### config.mk
export PLATFORM = sky130hd
export DESIGN_NAME = block_request_tag_and_buffer_allocator
export DESIGN_NICKNAME = d
export VERILOG_FILES = /design/src/rtl/brta_pkg.sv /design/src/rtl/block_request_tag_and_buffer_allocator.sv /design/src/rtl/brta_front.sv /design/src/rtl/brta_back.sv
export SDC_FILE = /design/constraint.sdc
export NUM_CORES = 2
export LEC_CHECK = 0
export BUFFER_PORTS_ARGS = -buffer_cell sky130_fd_sc_hd__buf_2
export CAP_MARGIN = 20
export CORE_MARGIN = 3
export CORE_UTILIZATION = 50
export CTS_CLUSTER_SIZE = 8
export DETAILED_ROUTE_END_ITERATION = 16
export PLACE_DENSITY = 0.76
export SLEW_MARGIN = 20
export SYNTH_ARGS = -nofsm -noshare
export SYNTH_HDL_FRONTEND = slang
export SYNTH_SLANG_ARGS = --single-unit
### constraint.sdc
create_clock -name i_clk -period 9.3 [get_ports i_clk]
set_clock_uncertainty 0.15 [all_clocks]
set_input_delay 0.93 -clock i_clk [delete_from_list [all_inputs] [get_ports i_clk]]
set_output_delay 0.93 -clock i_clk [all_outputs]
set_load 0.005 [all_outputs]
### src/rtl/brta_pkg.sv
// ----------------------------------------------------------------------------
// brta_pkg: shared types and codes for the request tag and buffer allocator
// Opcodes, result kinds, error codes, sizing and the front/back command record.
// ----------------------------------------------------------------------------
package brta_pkg;

    // sizing; the port widths are fixed to these values
    localparam int TAG_SLOTS          = 32;
    localparam int BUFFER_COUNT       = 64;
    localparam int MAX_SEGMENTS       = 11;
    localparam int SECTORS_PER_BUFFER = 8;

    localparam logic [2:0] OP_READ    = 3'd0;
    localparam logic [2:0] OP_WRITE   = 3'd1;
    localparam logic [2:0] OP_BARRIER = 3'd2;
    localparam logic [2:0] OP_FLUSH   = 3'd3;
    localparam logic [2:0] OP_DONE    = 3'd4;

    localparam logic [1:0] KIND_HEADER  = 2'd0;
    localparam logic [1:0] KIND_SEGMENT = 2'd1;
    localparam logic [1:0] KIND_NOTICE  = 2'd2;
    localparam logic [1:0] KIND_REJECT  = 2'd3;

    localparam logic [1:0] ERR_NONE  = 2'd0;
    localparam logic [1:0] ERR_RANGE = 2'd1;
    localparam logic [1:0] ERR_NORES = 2'd2;
    localparam logic [1:0] ERR_UNSUP = 2'd3;

    localparam logic [1:0] REG_CAPACITY = 2'd0;
    localparam logic [1:0] REG_BARRIER  = 2'd1;
    localparam logic [1:0] REG_FLUSH    = 2'd2;

    // classified request handed from front to back
    typedef struct packed {
        logic [2:0]  opcode;
        logic [47:0] start_sector;
        logic [6:0]  sector_count;
        logic [4:0]  done_tag;
        logic [1:0]  done_status;
        logic        reject;
        logic [1:0]  error_code;
    } t_cmd;

endpackage

### src/rtl/block_request_tag_and_buffer_allocator.sv
// ----------------------------------------------------------------------------
// block_request_tag_and_buffer_allocator: command tag and buffer allocator
// Front end classifies requests into a two-entry queue; back end runs the lists.
// ----------------------------------------------------------------------------
// Flow: a header or rejection is registered when the back end pops the request
//   from the queue; a completion notice follows the walk of the segment list.
// A read/write alternates link fetch and segment out for each segment; a
//   completion reads and pushes each segment, then gives the notice.
// Reset: synchronous, active low; registers to 0, lists rechained. The buffer
//   link memory is then rechained entry by entry before requests run.
module block_request_tag_and_buffer_allocator (
    input  logic        i_clk,
    input  logic        i_rst_n,
    input  logic        i_valid,
    output logic        o_stall,
    input  logic [2:0]  i_opcode,
    input  logic [47:0] i_start_sector,
    input  logic [6:0]  i_sector_count,
    input  logic [4:0]  i_done_tag,
    input  logic signed [1:0] i_done_status,
    output logic        o_valid,
    input  logic        i_stall,
    output logic [1:0]  o_item_kind,
    output logic [1:0]  o_error_code,
    output logic [1:0]  o_request_op,
    output logic [4:0]  o_request_tag,
    output logic [47:0] o_sector_number,
    output logic [3:0]  o_segment_total,
    output logic [5:0]  o_buffer_index,
    output logic [2:0]  o_last_sector_in_page,
    output logic signed [1:0] o_status_out,
    output logic [6:0]  o_sectors_done,
    output logic        o_last_item,
    input  logic        psel,
    input  logic        penable,
    input  logic        pwrite,
    input  logic [4:0]  paddr,
    input  logic [63:0] pwdata,
    output logic [63:0] prdata,
    output logic        pready
);
    import brta_pkg::*;

    logic [47:0] r_capacity;
    logic        r_barrier_en, r_flush_en;
    logic        w_q_valid, w_q_pop;
    t_cmd        w_q_cmd;
    logic [1:0]  w_reg;

    // 64-bit registers at 8*i
    assign pready = 1'b1;
    assign w_reg  = paddr[4:3];

    always_comb begin
        prdata = '0;
        unique case (w_reg)
            REG_CAPACITY: prdata = {16'd0, r_capacity};
            REG_BARRIER:  prdata = {63'd0, r_barrier_en};
            REG_FLUSH:    prdata = {63'd0, r_flush_en};
            default:      prdata = '0;
        endcase
    end

    always_ff @(posedge i_clk) begin
        if (!i_rst_n) begin
            r_capacity   <= '0;
            r_barrier_en <= 1'b0;
            r_flush_en   <= 1'b0;
        end else if (psel && penable && pwrite && pready) begin
            unique case (w_reg)
                REG_CAPACITY: r_capacity   <= pwdata[47:0];
                REG_BARRIER:  r_barrier_en <= pwdata[0];
                REG_FLUSH:    r_flush_en   <= pwdata[0];
                default: ;
            endcase
        end
    end

    brta_front u_front (
        .i_clk, .i_rst_n, .i_valid, .o_stall, .i_opcode, .i_start_sector,
        .i_sector_count, .i_done_tag, .i_done_status,
        .i_capacity(r_capacity), .i_barrier_en(r_barrier_en), .i_flush_en(r_flush_en),
        .o_q_valid(w_q_valid), .i_q_pop(w_q_pop), .o_q_cmd(w_q_cmd)
    );

    brta_back u_back (
        .i_clk, .i_rst_n, .i_q_valid(w_q_valid), .o_q_pop(w_q_pop), .i_q_cmd(w_q_cmd),
        .o_valid, .i_stall, .o_item_kind, .o_error_code, .o_request_op,
        .o_request_tag, .o_sector_number, .o_segment_total, .o_buffer_index,
        .o_last_sector_in_page, .o_status_out, .o_sectors_done, .o_last_item
    );
endmodule

### src/rtl/brta_front.sv
// ----------------------------------------------------------------------------
// brta_front: request intake and classification
// Checks length, range and feature bits, then queues the request.
// ----------------------------------------------------------------------------
module brta_front (
    input  logic               i_clk,
    input  logic               i_rst_n,
    input  logic               i_valid,
    output logic               o_stall,
    input  logic [2:0]         i_opcode,
    input  logic [47:0]        i_start_sector,
    input  logic [6:0]         i_sector_count,
    input  logic [4:0]         i_done_tag,
    input  logic [1:0]         i_done_status,
    input  logic [47:0]        i_capacity,
    input  logic               i_barrier_en,
    input  logic               i_flush_en,
    output logic               o_q_valid,
    input  logic               i_q_pop,
    output brta_pkg::t_cmd     o_q_cmd
);
    import brta_pkg::*;

    localparam int MAX_SECT = MAX_SEGMENTS * SECTORS_PER_BUFFER;

    // two-entry queue
    t_cmd       r_q [2];
    logic       r_wp, r_rp;
    logic [1:0] r_cnt;
    t_cmd       w_cmd;
    logic       w_push;
    logic [48:0] w_end;

    assign o_stall   = r_cnt[1];
    assign w_push    = i_valid && !o_stall;
    assign o_q_valid = (r_cnt != 2'd0);
    assign o_q_cmd   = r_q[r_rp];
    assign w_end     = {1'b0, i_start_sector} + {42'd0, i_sector_count};

    always_comb begin
        w_cmd              = '0;
        w_cmd.opcode       = i_opcode;
        w_cmd.start_sector = i_start_sector;
        w_cmd.sector_count = i_sector_count;
        w_cmd.done_tag     = i_done_tag;
        w_cmd.done_status  = i_done_status;
        w_cmd.reject       = 1'b0;
        w_cmd.error_code   = ERR_NONE;
        case (i_opcode)
            OP_READ, OP_WRITE: begin
                if (i_sector_count == 7'd0 || 32'(i_sector_count) > MAX_SECT
                    || (i_opcode == OP_READ && (i_start_sector >= i_capacity
                        || w_end > {1'b0, i_capacity}))) begin
                    w_cmd.reject     = 1'b1;
                    w_cmd.error_code = ERR_RANGE;
                end
            end
            OP_BARRIER: begin
                if (!i_barrier_en) begin
                    w_cmd.reject     = 1'b1;
                    w_cmd.error_code = ERR_UNSUP;
                end
            end
            OP_FLUSH: begin
                if (!i_flush_en) begin
                    w_cmd.reject     = 1'b1;
                    w_cmd.error_code = ERR_UNSUP;
                end
            end
            OP_DONE: ;
            default: begin
                w_cmd.reject     = 1'b1;
                w_cmd.error_code = ERR_RANGE;
            end
        endcase
    end

    always_ff @(posedge i_clk) begin
        if (!i_rst_n) begin
            r_wp  <= 1'b0;
            r_rp  <= 1'b0;
            r_cnt <= 2'd0;
        end else begin
            if (w_push) begin
                r_q[r_wp] <= w_cmd;
                r_wp      <= ~r_wp;
            end
            if (i_q_pop) r_rp <= ~r_rp;
            r_cnt <= r_cnt + {1'b0, w_push} - {1'b0, i_q_pop};
        end
    end
endmodule

### src/rtl/brta_back.sv
// ----------------------------------------------------------------------------
// brta_back: free-list engine and result sequencer
// Pops and pushes tags and buffers, one list link at a time; a new request is taken only in idle.
// ----------------------------------------------------------------------------
module brta_back (
    input  logic           i_clk,
    input  logic           i_rst_n,
    input  logic           i_q_valid,
    output logic           o_q_pop,
    input  brta_pkg::t_cmd i_q_cmd,
    output logic           o_valid,
    input  logic           i_stall,
    output logic [1:0]     o_item_kind,
    output logic [1:0]     o_error_code,
    output logic [1:0]     o_request_op,
    output logic [4:0]     o_request_tag,
    output logic [47:0]    o_sector_number,
    output logic [3:0]     o_segment_total,
    output logic [5:0]     o_buffer_index,
    output logic [2:0]     o_last_sector_in_page,
    output logic [1:0]     o_status_out,
    output logic [6:0]     o_sectors_done,
    output logic           o_last_item
);
    import brta_pkg::*;

    localparam int TW  = $clog2(TAG_SLOTS + 1);
    localparam int TI  = $clog2(TAG_SLOTS);
    localparam int BW  = $clog2(BUFFER_COUNT + 1);
    localparam int BI  = $clog2(BUFFER_COUNT);
    localparam int SW  = $clog2(MAX_SEGMENTS + 1);
    localparam int LW  = $clog2(TAG_SLOTS * MAX_SEGMENTS);
    localparam int SPB = SECTORS_PER_BUFFER;

    localparam logic [2:0] ST_IDLE = 3'd0;
    localparam logic [2:0] ST_POP  = 3'd1;
    localparam logic [2:0] ST_PUSH = 3'd2;
    localparam logic [2:0] ST_RD   = 3'd3;
    localparam logic [2:0] ST_OUT  = 3'd4;
    localparam logic [2:0] ST_SEG  = 3'd5;

    logic [2:0]    r_st;
    logic [TW-1:0] r_tag_link [TAG_SLOTS];
    logic [TW-1:0] r_tag_head;
    logic [TAG_SLOTS-1:0] r_busy;
    logic [BW-1:0] r_buf_link [BUFFER_COUNT];
    logic [BW-1:0] r_buf_head;
    logic [BW-1:0] r_link_q;
    logic [BW-1:0] r_free;
    logic [BW:0]   r_init;
    logic [6:0]    r_tag_secs [TAG_SLOTS];
    logic [BW-1:0] r_list [TAG_SLOTS * MAX_SEGMENTS];
    logic [BW-1:0] r_list_q;

    t_cmd          r_cmd;
    logic [TI-1:0] r_tag;
    logic [SW-1:0] r_nseg, r_seg;
    logic [6:0]    r_rem, r_nsec;
    logic          r_out;
    // registered result fields
    logic [1:0] r_kind, r_err, r_op, r_stat;
    logic [4:0] r_otag;
    logic [47:0] r_sect;
    logic [3:0] r_tot;
    logic [5:0] r_bi;
    logic [2:0] r_ls;
    logic [6:0] r_sd;
    logic r_last;

    logic          w_ready, w_busy_t;
    logic [SW-1:0] w_nseg, w_dseg;
    logic [TI-1:0] w_dtag;
    logic [6:0]    w_seglen;
    logic [LW-1:0] w_addr;

    assign w_ready = !o_valid || !i_stall;
    assign o_q_pop = (r_st == ST_IDLE) && r_init[BW] && i_q_valid && w_ready;
    assign w_dtag  = TI'(i_q_cmd.done_tag);
    assign w_busy_t = (32'(i_q_cmd.done_tag) < TAG_SLOTS) && r_busy[w_dtag];
    assign w_nseg  = SW'((32'(i_q_cmd.sector_count) + SPB - 1) / SPB);
    assign w_dseg  = (32'((32'(r_tag_secs[w_dtag]) + SPB - 1) / SPB) > MAX_SEGMENTS)
                     ? SW'(MAX_SEGMENTS)
                     : SW'((32'(r_tag_secs[w_dtag]) + SPB - 1) / SPB);
    assign w_seglen = (32'(r_rem) > SPB) ? 7'(SPB) : r_rem;
    assign w_addr  = LW'(32'(r_tag) * MAX_SEGMENTS + 32'(r_seg));

    assign o_valid = r_out;
    assign o_item_kind = r_kind;
    assign o_error_code = r_err;
    assign o_request_op = r_op;
    assign o_request_tag = r_otag;
    assign o_sector_number = r_sect;
    assign o_segment_total = r_tot;
    assign o_buffer_index = r_bi;
    assign o_last_sector_in_page = r_ls;
    assign o_status_out = r_stat;
    assign o_sectors_done = r_sd;
    assign o_last_item = r_last;

    always_ff @(posedge i_clk) begin
        if (!i_rst_n) begin
            r_st       <= ST_IDLE;
            r_tag_head <= '0;
            r_busy     <= '0;
            r_buf_head <= '0;
            r_free     <= BW'(BUFFER_COUNT);
            r_init     <= '0;
            r_out      <= 1'b0;
            for (int i = 0; i < TAG_SLOTS; i++) r_tag_link[i] <= TW'(i + 1);
        end else begin
            if (o_valid && !i_stall) r_out <= 1'b0;
            // chaining pass over the buffer link memory
            if (!r_init[BW]) begin
                r_buf_link[r_init[BI-1:0]] <= r_init[BW-1:0] + 1'b1;
                if (32'(r_init) == BUFFER_COUNT - 1) r_init <= {1'b1, {BW{1'b0}}};
                else r_init <= r_init + 1'b1;
            end
            unique case (r_st)
                ST_IDLE: if (o_q_pop) begin
                    r_cmd <= i_q_cmd;
                    r_out <= 1'b1;
                    r_err <= ERR_NONE; r_op <= '0; r_otag <= '0; r_sect <= '0;
                    r_tot <= '0; r_bi <= '0; r_ls <= '0; r_stat <= '0; r_sd <= '0;
                    r_last <= 1'b1;
                    if (i_q_cmd.reject) begin
                        r_kind <= KIND_REJECT; r_err <= i_q_cmd.error_code;
                        r_op <= (i_q_cmd.opcode > OP_FLUSH) ? 2'd0 : i_q_cmd.opcode[1:0];
                    end else if (i_q_cmd.opcode == OP_DONE) begin
                        if (!w_busy_t) begin
                            r_kind <= KIND_REJECT; r_err <= ERR_RANGE;
                            r_otag <= i_q_cmd.done_tag;
                        end else begin
                            r_out  <= 1'b0;
                            r_tag  <= w_dtag;
                            r_nseg <= w_dseg;
                            r_nsec <= r_tag_secs[w_dtag];
                            r_seg  <= '0;
                            r_st   <= (w_dseg == '0) ? ST_OUT : ST_RD;
                        end
                    end else if (32'(r_tag_head) >= TAG_SLOTS ||
                            (i_q_cmd.opcode[1] == 1'b0 && BW'(w_nseg) > r_free)) begin
                        r_kind <= KIND_REJECT; r_err <= ERR_NORES;
                        r_op <= i_q_cmd.opcode[1:0];
                    end else begin
                        r_tag_head <= r_tag_link[TI'(r_tag_head)];
                        r_busy[TI'(r_tag_head)] <= 1'b1;
                        r_tag <= TI'(r_tag_head);
                        r_kind <= KIND_HEADER; r_op <= i_q_cmd.opcode[1:0];
                        r_otag <= 5'(r_tag_head);
                        if (i_q_cmd.opcode[1] == 1'b0) begin
                            r_tag_secs[TI'(r_tag_head)] <= i_q_cmd.sector_count;
                            r_sect <= i_q_cmd.start_sector;
                            r_tot <= 4'(w_nseg);
                            r_last <= 1'b0;
                            r_nseg <= w_nseg; r_seg <= '0;
                            r_rem <= i_q_cmd.sector_count;
                            r_st <= ST_POP;
                        end else begin
                            r_tag_secs[TI'(r_tag_head)] <= 7'd0;
                        end
                    end
                end
                // fetch the link behind the head buffer
                ST_POP: begin
                    r_link_q <= r_buf_link[BI'(r_buf_head)];
                    r_st     <= ST_SEG;
                end
                ST_SEG: if (w_ready) begin
                    r_out <= 1'b1;
                    r_kind <= KIND_SEGMENT; r_sect <= '0; r_tot <= '0;
                    r_bi <= 6'(r_buf_head);
                    r_ls <= 3'(w_seglen - 7'd1);
                    r_last <= (r_seg + 1'b1 == r_nseg);
                    if (32'(r_buf_head) < BUFFER_COUNT)
                        r_buf_head <= r_link_q;
                    r_free <= r_free - 1'b1;
                    r_list[w_addr] <= r_buf_head;
                    r_rem <= r_rem - w_seglen;
                    r_seg <= r_seg + 1'b1;
                    r_st <= (r_seg + 1'b1 == r_nseg) ? ST_IDLE : ST_POP;
                end
                ST_RD: begin
                    r_list_q <= r_list[w_addr];
                    r_seg <= r_seg + 1'b1;
                    r_st  <= ST_PUSH;
                end
                ST_PUSH: begin
                    if (32'(r_list_q) < BUFFER_COUNT && 32'(r_free) < BUFFER_COUNT) begin
                        r_buf_link[BI'(r_list_q)] <= r_buf_head;
                        r_buf_head <= r_list_q;
                        r_free <= r_free + 1'b1;
                    end
                    r_st <= (r_seg == r_nseg) ? ST_OUT : ST_RD;
                end
                ST_OUT: if (w_ready) begin
                    r_tag_link[r_tag] <= TW'(r_tag_head);
                    r_tag_head <= TW'(r_tag);
                    r_busy[r_tag] <= 1'b0;
                    r_out <= 1'b1;
                    r_kind <= KIND_NOTICE; r_err <= ERR_NONE; r_op <= '0;
                    r_otag <= 5'(r_tag); r_sect <= '0; r_tot <= '0; r_bi <= '0;
                    r_ls <= '0; r_stat <= r_cmd.done_status; r_sd <= r_nsec;
                    r_last <= 1'b1;
                    r_st <= ST_IDLE;
                end
                default: r_st <= ST_IDLE;
            endcase
        end
    end
endmodule
After elaboration in Yosys (flattened, before gate mapping)
Memory sizes are Yosys's and may differ from the RTL's. A register that Yosys moved wholly into a read port is not among the register bits.
Cells that the tools add are included.
{"block": "word_totals", "regBits": 229, "mem_bits_rw": 3464, "in_bits": 141, "word_cells": 340, "memories": 5}
{"block": "classes", "add_sub_neg": 15, "n_mul": 1, "magnitude_cmp": 16, "n_eq_ne": 32, "muxes": 178, "bitwise_logic": 8, "reduce_logical": 54}
{"memory": "u_back.r_list", "depth": 352, "width": 7, "read_ports": 1, "rd_ports_with_merged_regs": 1, "write_ports": 1, "line": "brta_back.sv:52", "source": "logic [BW-1:0] r_list [TAG_SLOTS * MAX_SEGMENTS];"}
{"memory": "u_back.r_buf_link", "depth": 64, "width": 7, "read_ports": 1, "rd_ports_with_merged_regs": 1, "write_ports": 2, "line": "brta_back.sv:46", "source": "logic [BW-1:0] r_buf_link [BUFFER_COUNT];"}
{"memory": "u_back.r_tag_secs", "depth": 32, "width": 7, "read_ports": 1, "rd_ports_with_merged_regs": 0, "write_ports": 1, "line": "brta_back.sv:51", "source": "logic [6:0] r_tag_secs [TAG_SLOTS];"}
{"memory": "u_back.r_tag_link", "depth": 32, "width": 6, "read_ports": 1, "rd_ports_with_merged_regs": 1, "write_ports": 32, "line": "brta_back.sv:43", "source": "logic [TW-1:0] r_tag_link [TAG_SLOTS];"}
{"memory": "u_front.r_q", "depth": 2, "width": 68, "read_ports": 1, "rd_ports_with_merged_regs": 1, "write_ports": 1, "line": "brta_front.sv:27", "source": "t_cmd r_q [2];"}
{"op": "$mux 48", "n": 6}
{"op": "$mux 32", "n": 5}
{"op": "$pmux 48 s3", "n": 1}
{"op": "$mux 7", "n": 15}
{"op": "$pmux 48 s2", "n": 1}
{"op": "$mux 4", "n": 18}
{"op": "$pmux 32 s2", "n": 1}
{"op": "$mux 5", "n": 12}
{"op": "$pmux 7 s2", "n": 4}
{"op": "$mux 1", "n": 54}
{"op": "$mux 6", "n": 9}
{"op": "$add 48x7->49", "n": 1}
{"op": "$gt 49x48->1", "n": 1}
{"op": "$ge 48x48->1", "n": 1}
{"op": "$mux 3", "n": 15}
{"op": "$mux 2", "n": 18}
{"op": "$and 32x32->32", "n": 1}
{"op": "$not 32->32", "n": 1}
{"op": "$or 32x32->32", "n": 1}
{"op": "$sub 32x1->32 const B", "n": 1}
{"op": "$gt 29x4->1 const B", "n": 1}
{"op": "$reduce_and 6->1", "n": 4}
{"op": "$lt 7x7->1 const B", "n": 3}
{"op": "$lt 5x6->1 const B", "n": 3}
{"op": "64 further kinds", "n": 127}

Logic depth before layout (Yosys ltp)
{"block": "depth", "word_depth": 13, "depth_mapped": 24, "depth_no_buf": 23}

Cells and area by module
A second synthesis with hierarchy kept.
{"block": "unflattened", "cells_unflattened": 8921, "area_unflattened_um2": 155935.8}
{"mod": "brta_back", "n_inst": 1, "cells_per_inst": 7930, "area_each_um2": 144976.5, "seq_area_each_um2": 105070.8}
{"mod": "brta_front", "n_inst": 1, "cells_per_inst": 698, "area_each_um2": 8490.6, "seq_area_each_um2": 4124.0}
{"mod": "block_request_tag_and_buffer_allocator", "n_inst": 1, "cells_per_inst": 293, "area_each_um2": 2468.6, "seq_area_each_um2": 1001.0}

Least setup slack after synthesis
OpenSTA, ideal clock, no wires.
{"block": "synth_timing", "path_type": "register -> register", "start": "reg u_back.r_buf_head[0]", "end": "reg u_back.r_link_q[0] (read register of u_back.r_buf_link), data pin", "setup_time_ns": 0.272, "t_arrival_ns": 7.356, "t_required_ns": 8.878, "setup_slack_ns": 1.522, "stages_incl_launch_ff": 7, "synth_period_minus_slack_ns": 7.778, "cell_sequence": "dfxtp_1 clkbuf_1 buf_1 buf_1 mux4_2 mux4_2 mux4_2"}
{"element": "start, declared", "line": "brta_back.sv:47", "source": "logic [BW-1:0] r_buf_head;"}
{"element": "start signal, assigned", "line": "brta_back.sv:175", "source": "r_buf_head <= r_link_q;"}
{"element": "start signal, assigned", "line": "brta_back.sv:190", "source": "r_buf_head <= r_list_q;"}
{"element": "end, declared", "line": "brta_back.sv:48", "source": "logic [BW-1:0] r_link_q;"}

Final worst setup path
{"block": "layout_timing", "start": "reg u_back.r_tag[2]", "end": "mem u_back.r_list[309][2] (netlist bit), enable pin"}
{"block": "layout_via", "elab_chain_cells": 2}
{"element": "start, declared", "line": "brta_back.sv:56", "source": "logic [TI-1:0] r_tag;"}
{"element": "start signal, assigned", "line": "brta_back.sv:134", "source": "r_tag <= w_dtag;"}
{"element": "start signal, assigned", "line": "brta_back.sv:147", "source": "r_tag <= TI'(r_tag_head);"}
{"element": "$mul 5x4->9", "line": "brta_back.sv:85", "source": "assign w_addr = LW'(32'(r_tag) * MAX_SEGMENTS + 32'(r_seg));"}
{"element": "$add 9x4->9", "line": "brta_back.sv:85"}
{"element": "end, declared", "line": "brta_back.sv:52"}
No other way between the ends.

==> metrics.md <==
| Metric | Value |
|---|---|
| First-pass GRT wire length | 616,000 um |
| Final setup violation count | 0 |
| DP Wirelength | 228,000 um |
| Register area share after synthesis | 70.6% |
| Total of max-cap violations | 0 |
| GRT overflow | 0 |
| Num CTS Buffers | 536 |
| Buffers on Ports | 253 |
| Largest net degree at the start of global routing | 207 |
| Final instance area | 0.177 mm^2 |
| Die width | 565 um |
| Yosys reg bits | 3,711 |
| Post-synth top area share | 69.0% |
| Vias per inst | 6.63 |
| IO Pins | 290 |
| Main synth FF type | edfxtp_1 |
| Peak supply drop | 0.195 mV |
| Area added between synthesis and finish | 13.5% |
| Layout cells sized above 1 | 23.5% |
| Number of global-route vias before repair | 90,600 |
| Final antenna-violating net count | 0 |
| Router iterations before antenna repair | 8 |
| Met2 WL | 209,000 um |
| Worst Path Arrival | 7150 ps |
| Overall Global Routing Usage | 25.9% |
| Static Leakage | 63.9 nW |
| Status | finished clean |
| Max layer used | met5 |
| Fmax | 150 MHz |
| H-tree levels | 6 |
| Tot Pwr | 36.9 mW |
| Count leader, synth | edfxtp_1 |
| Synthesis Warnings | 0 |
| Metal3 WL | 46,900 um |
| Final Hold Viols | 0 |
| Async SR Flop Fraction | 0% |
| Placeable Area | 0.310 mm^2 |
| Max-slew violations | 0 |
| Startpoint class of the critical path | register |
| Top cells by count, synth | edfxtp_1 (3,587), mux4_2 (1,030), nor2_1 (1,016) |
| Initial antenna violation count | 15 |
| Post-route minimum period | 6660 ps |
| Final hold slack | 55.2 ps |
| CP max FO | 16 |
| CTS sink count | 3,711 |
| CTS tree | yes |
| Setup TNS | 0 ps |
| Post-CTS Setup Bufs | 0 |
| Synthesized cell area | 0.156 mm^2 |
| Post-Synthesis Cells | 8,992 |
| Vias | 90,200 |
| Met1 Routed Length | 148,000 um |
| Mean area per synthesized cell | 17.4 um^2 |
| PnR worst setup slack | 2640 ps |
| Pre-CTS setup slack | 2950 ps |
| Max_slew headroom | 15.1% |
| EDFF count, synth | 3,587 |
| Hold crit path type | in2reg |
| Deepest clock path buffer count | 4 |
| Num rows | 204 |
| Worst Path Class, Setup | reg2reg |
| Count of different cell masters after synthesis | 90 |
| Part of the cycle the worst path needs | 71.7% |
| Die ar. | 0.319 mm^2 |
| Root buffer cell | clkbuf_16 |
| P per Cell Area | 208 mW/mm^2 |
| Largest area contributor in the netlist | edfxtp_1 |
| RD Place Congestion | 0.877 |
| Worst Path Required | 9780 ps |
| Starting Density | 50.4% |
| Nature of the critical path endpoint | register |
| DRC viols | 0 |
| RSZ-0062 raised after global routing | no |
| Reg clk slew, reported paths | 50 ps |
| Die Y | 565 um |
| Slew @ Worst Pin | 1260 ps |
| WL/cell | 31.2 um |
| Post-place instance area | 0.162 mm^2 |
| Clock Latency Late Sink | 1030 ps |
| Initial drt markers | 12,900 |
| Nets | 9,639 |
| Leading post-synthesis cells by cell area | edfxtp_1 (69%), mux4_2 (15%), nor2_1 (2.4%), a21oi_1 (1.7%), dfxtp_1 (1.6%) |
| WL final | 425,000 um |
[per-stage QoR]
step	cells	util, %
2_1_floorplan	9008	-
3_3_place_gp	12900	52.2
3_5_place_dp	12900	52.2
4_1_cts	13600	57.2
5_1_grt	13600	57.2
6_report	13600	57.2
[worst max-delay path, cell delays in order (launching register included)]
cell and delay (ps):
edfxtp_1 580, ha_1 370, ha_1 300, inv_1 50, fa_1 480, inv_1 40
ha_1 400, a21oi_1 330, o21bai_1 110, a21oi_1 270, o21ai_0 220, xnor2_1 170
buf_4 200, nor3_1 1010, nand2_1 790, nor2_1 850
[kinds of logic after synthesis]
family / count (synthesis) / synth area share (%)
DFF: 3711 / 70.6
and+or+nand+nor: 2029 / 5.69
muxes: 1222 / 16.2
AOI/OAI and AO/OA: 1017 / 3.78
buffers and inverters: 771 / 2.01
adders and majority gates: 152 / 1.25
xor gates and xnor gates: 88 / 0.494
other: 2 / 0.00481
[final cells by class]
| type | count | area, um^2 |
|---|---|---|
| clock inverters | 57 | 1120 |
| repair buffers | 457 | 3180 |
| fillers | 21700 | 133000 |
| flip-flops and latches | 3711 | 110000 |
| clock buffers | 622 | 13900 |
| inverters | 115 | 432 |
| well taps | 4120 | 5150 |
| diodes | 11 | 27.5 |
| multi-input cells | 4526 | 43200 |
[registers in the layout, summed over array words and instances (netlist names), 7 cells and up, named ones only]
signal,cells
u_back.r_list,2464
u_back.r_buf_link,448
u_back.r_tag_secs,224
u_back.r_tag_link,192
u_front.r_q,134
r_capacity,48
u_back.o_sector_number,48
u_back.r_busy,32
u_back.r_init,8
u_back.o_sectors_done,7
u_back.r_buf_head,7
u_back.r_free,7
u_back.r_link_q,7
u_back.r_list_q,7
u_back.r_nsec,7
u_back.r_rem,7
[metal layers]
layer	up-vias	track usage (%)
li1	36100	-
met1	46000	33.8
met2	6887	42.2
met3	1276	5.75
met4	8	11.2
met5	-	0
[cell usage in the layout (no fill, tap or decap), drive strengths merged, types with 101 or more instances in the layout]
cell type	instances
a21oi	533
buf	418
clkbuf	623
dfxtp	124
edfxtp	3587
ha	145
inv	136
mux2i	114
mux4	1033
nand2	413
nand3	101
nor2	1016
nor3	173
o21ai	189
[where the power goes]
group	leakage (nW)	internal [mW]	total (mW)	switching [mW]
combinational	16.6	0.264	0.709	0.444
sequential	40.0	18.2	18.3	0.0238
clock	7.29	10.6	18.0	7.38
total	63.9	29.1	36.9	7.85
[repair_timing]
item | CTS | global route
hold buffers | 38 | 0
hold endpoints to repair | 47 | 0
gates resized for setup | 0 | 0
[final timing paths]
kind	cells after the start	endpoint	from	slack (ps)
max	15	u_back.r_list[309][2]	u_back.r_tag[2]	2640
min	3	r_capacity[1]	pwdata[1]	60
max reg2reg	15	u_back.r_list[309][2]	u_back.r_tag[2]	2640
min reg2reg	2	r_capacity[11]	r_capacity[11]	310
Power figures use the tool's default switching activity.
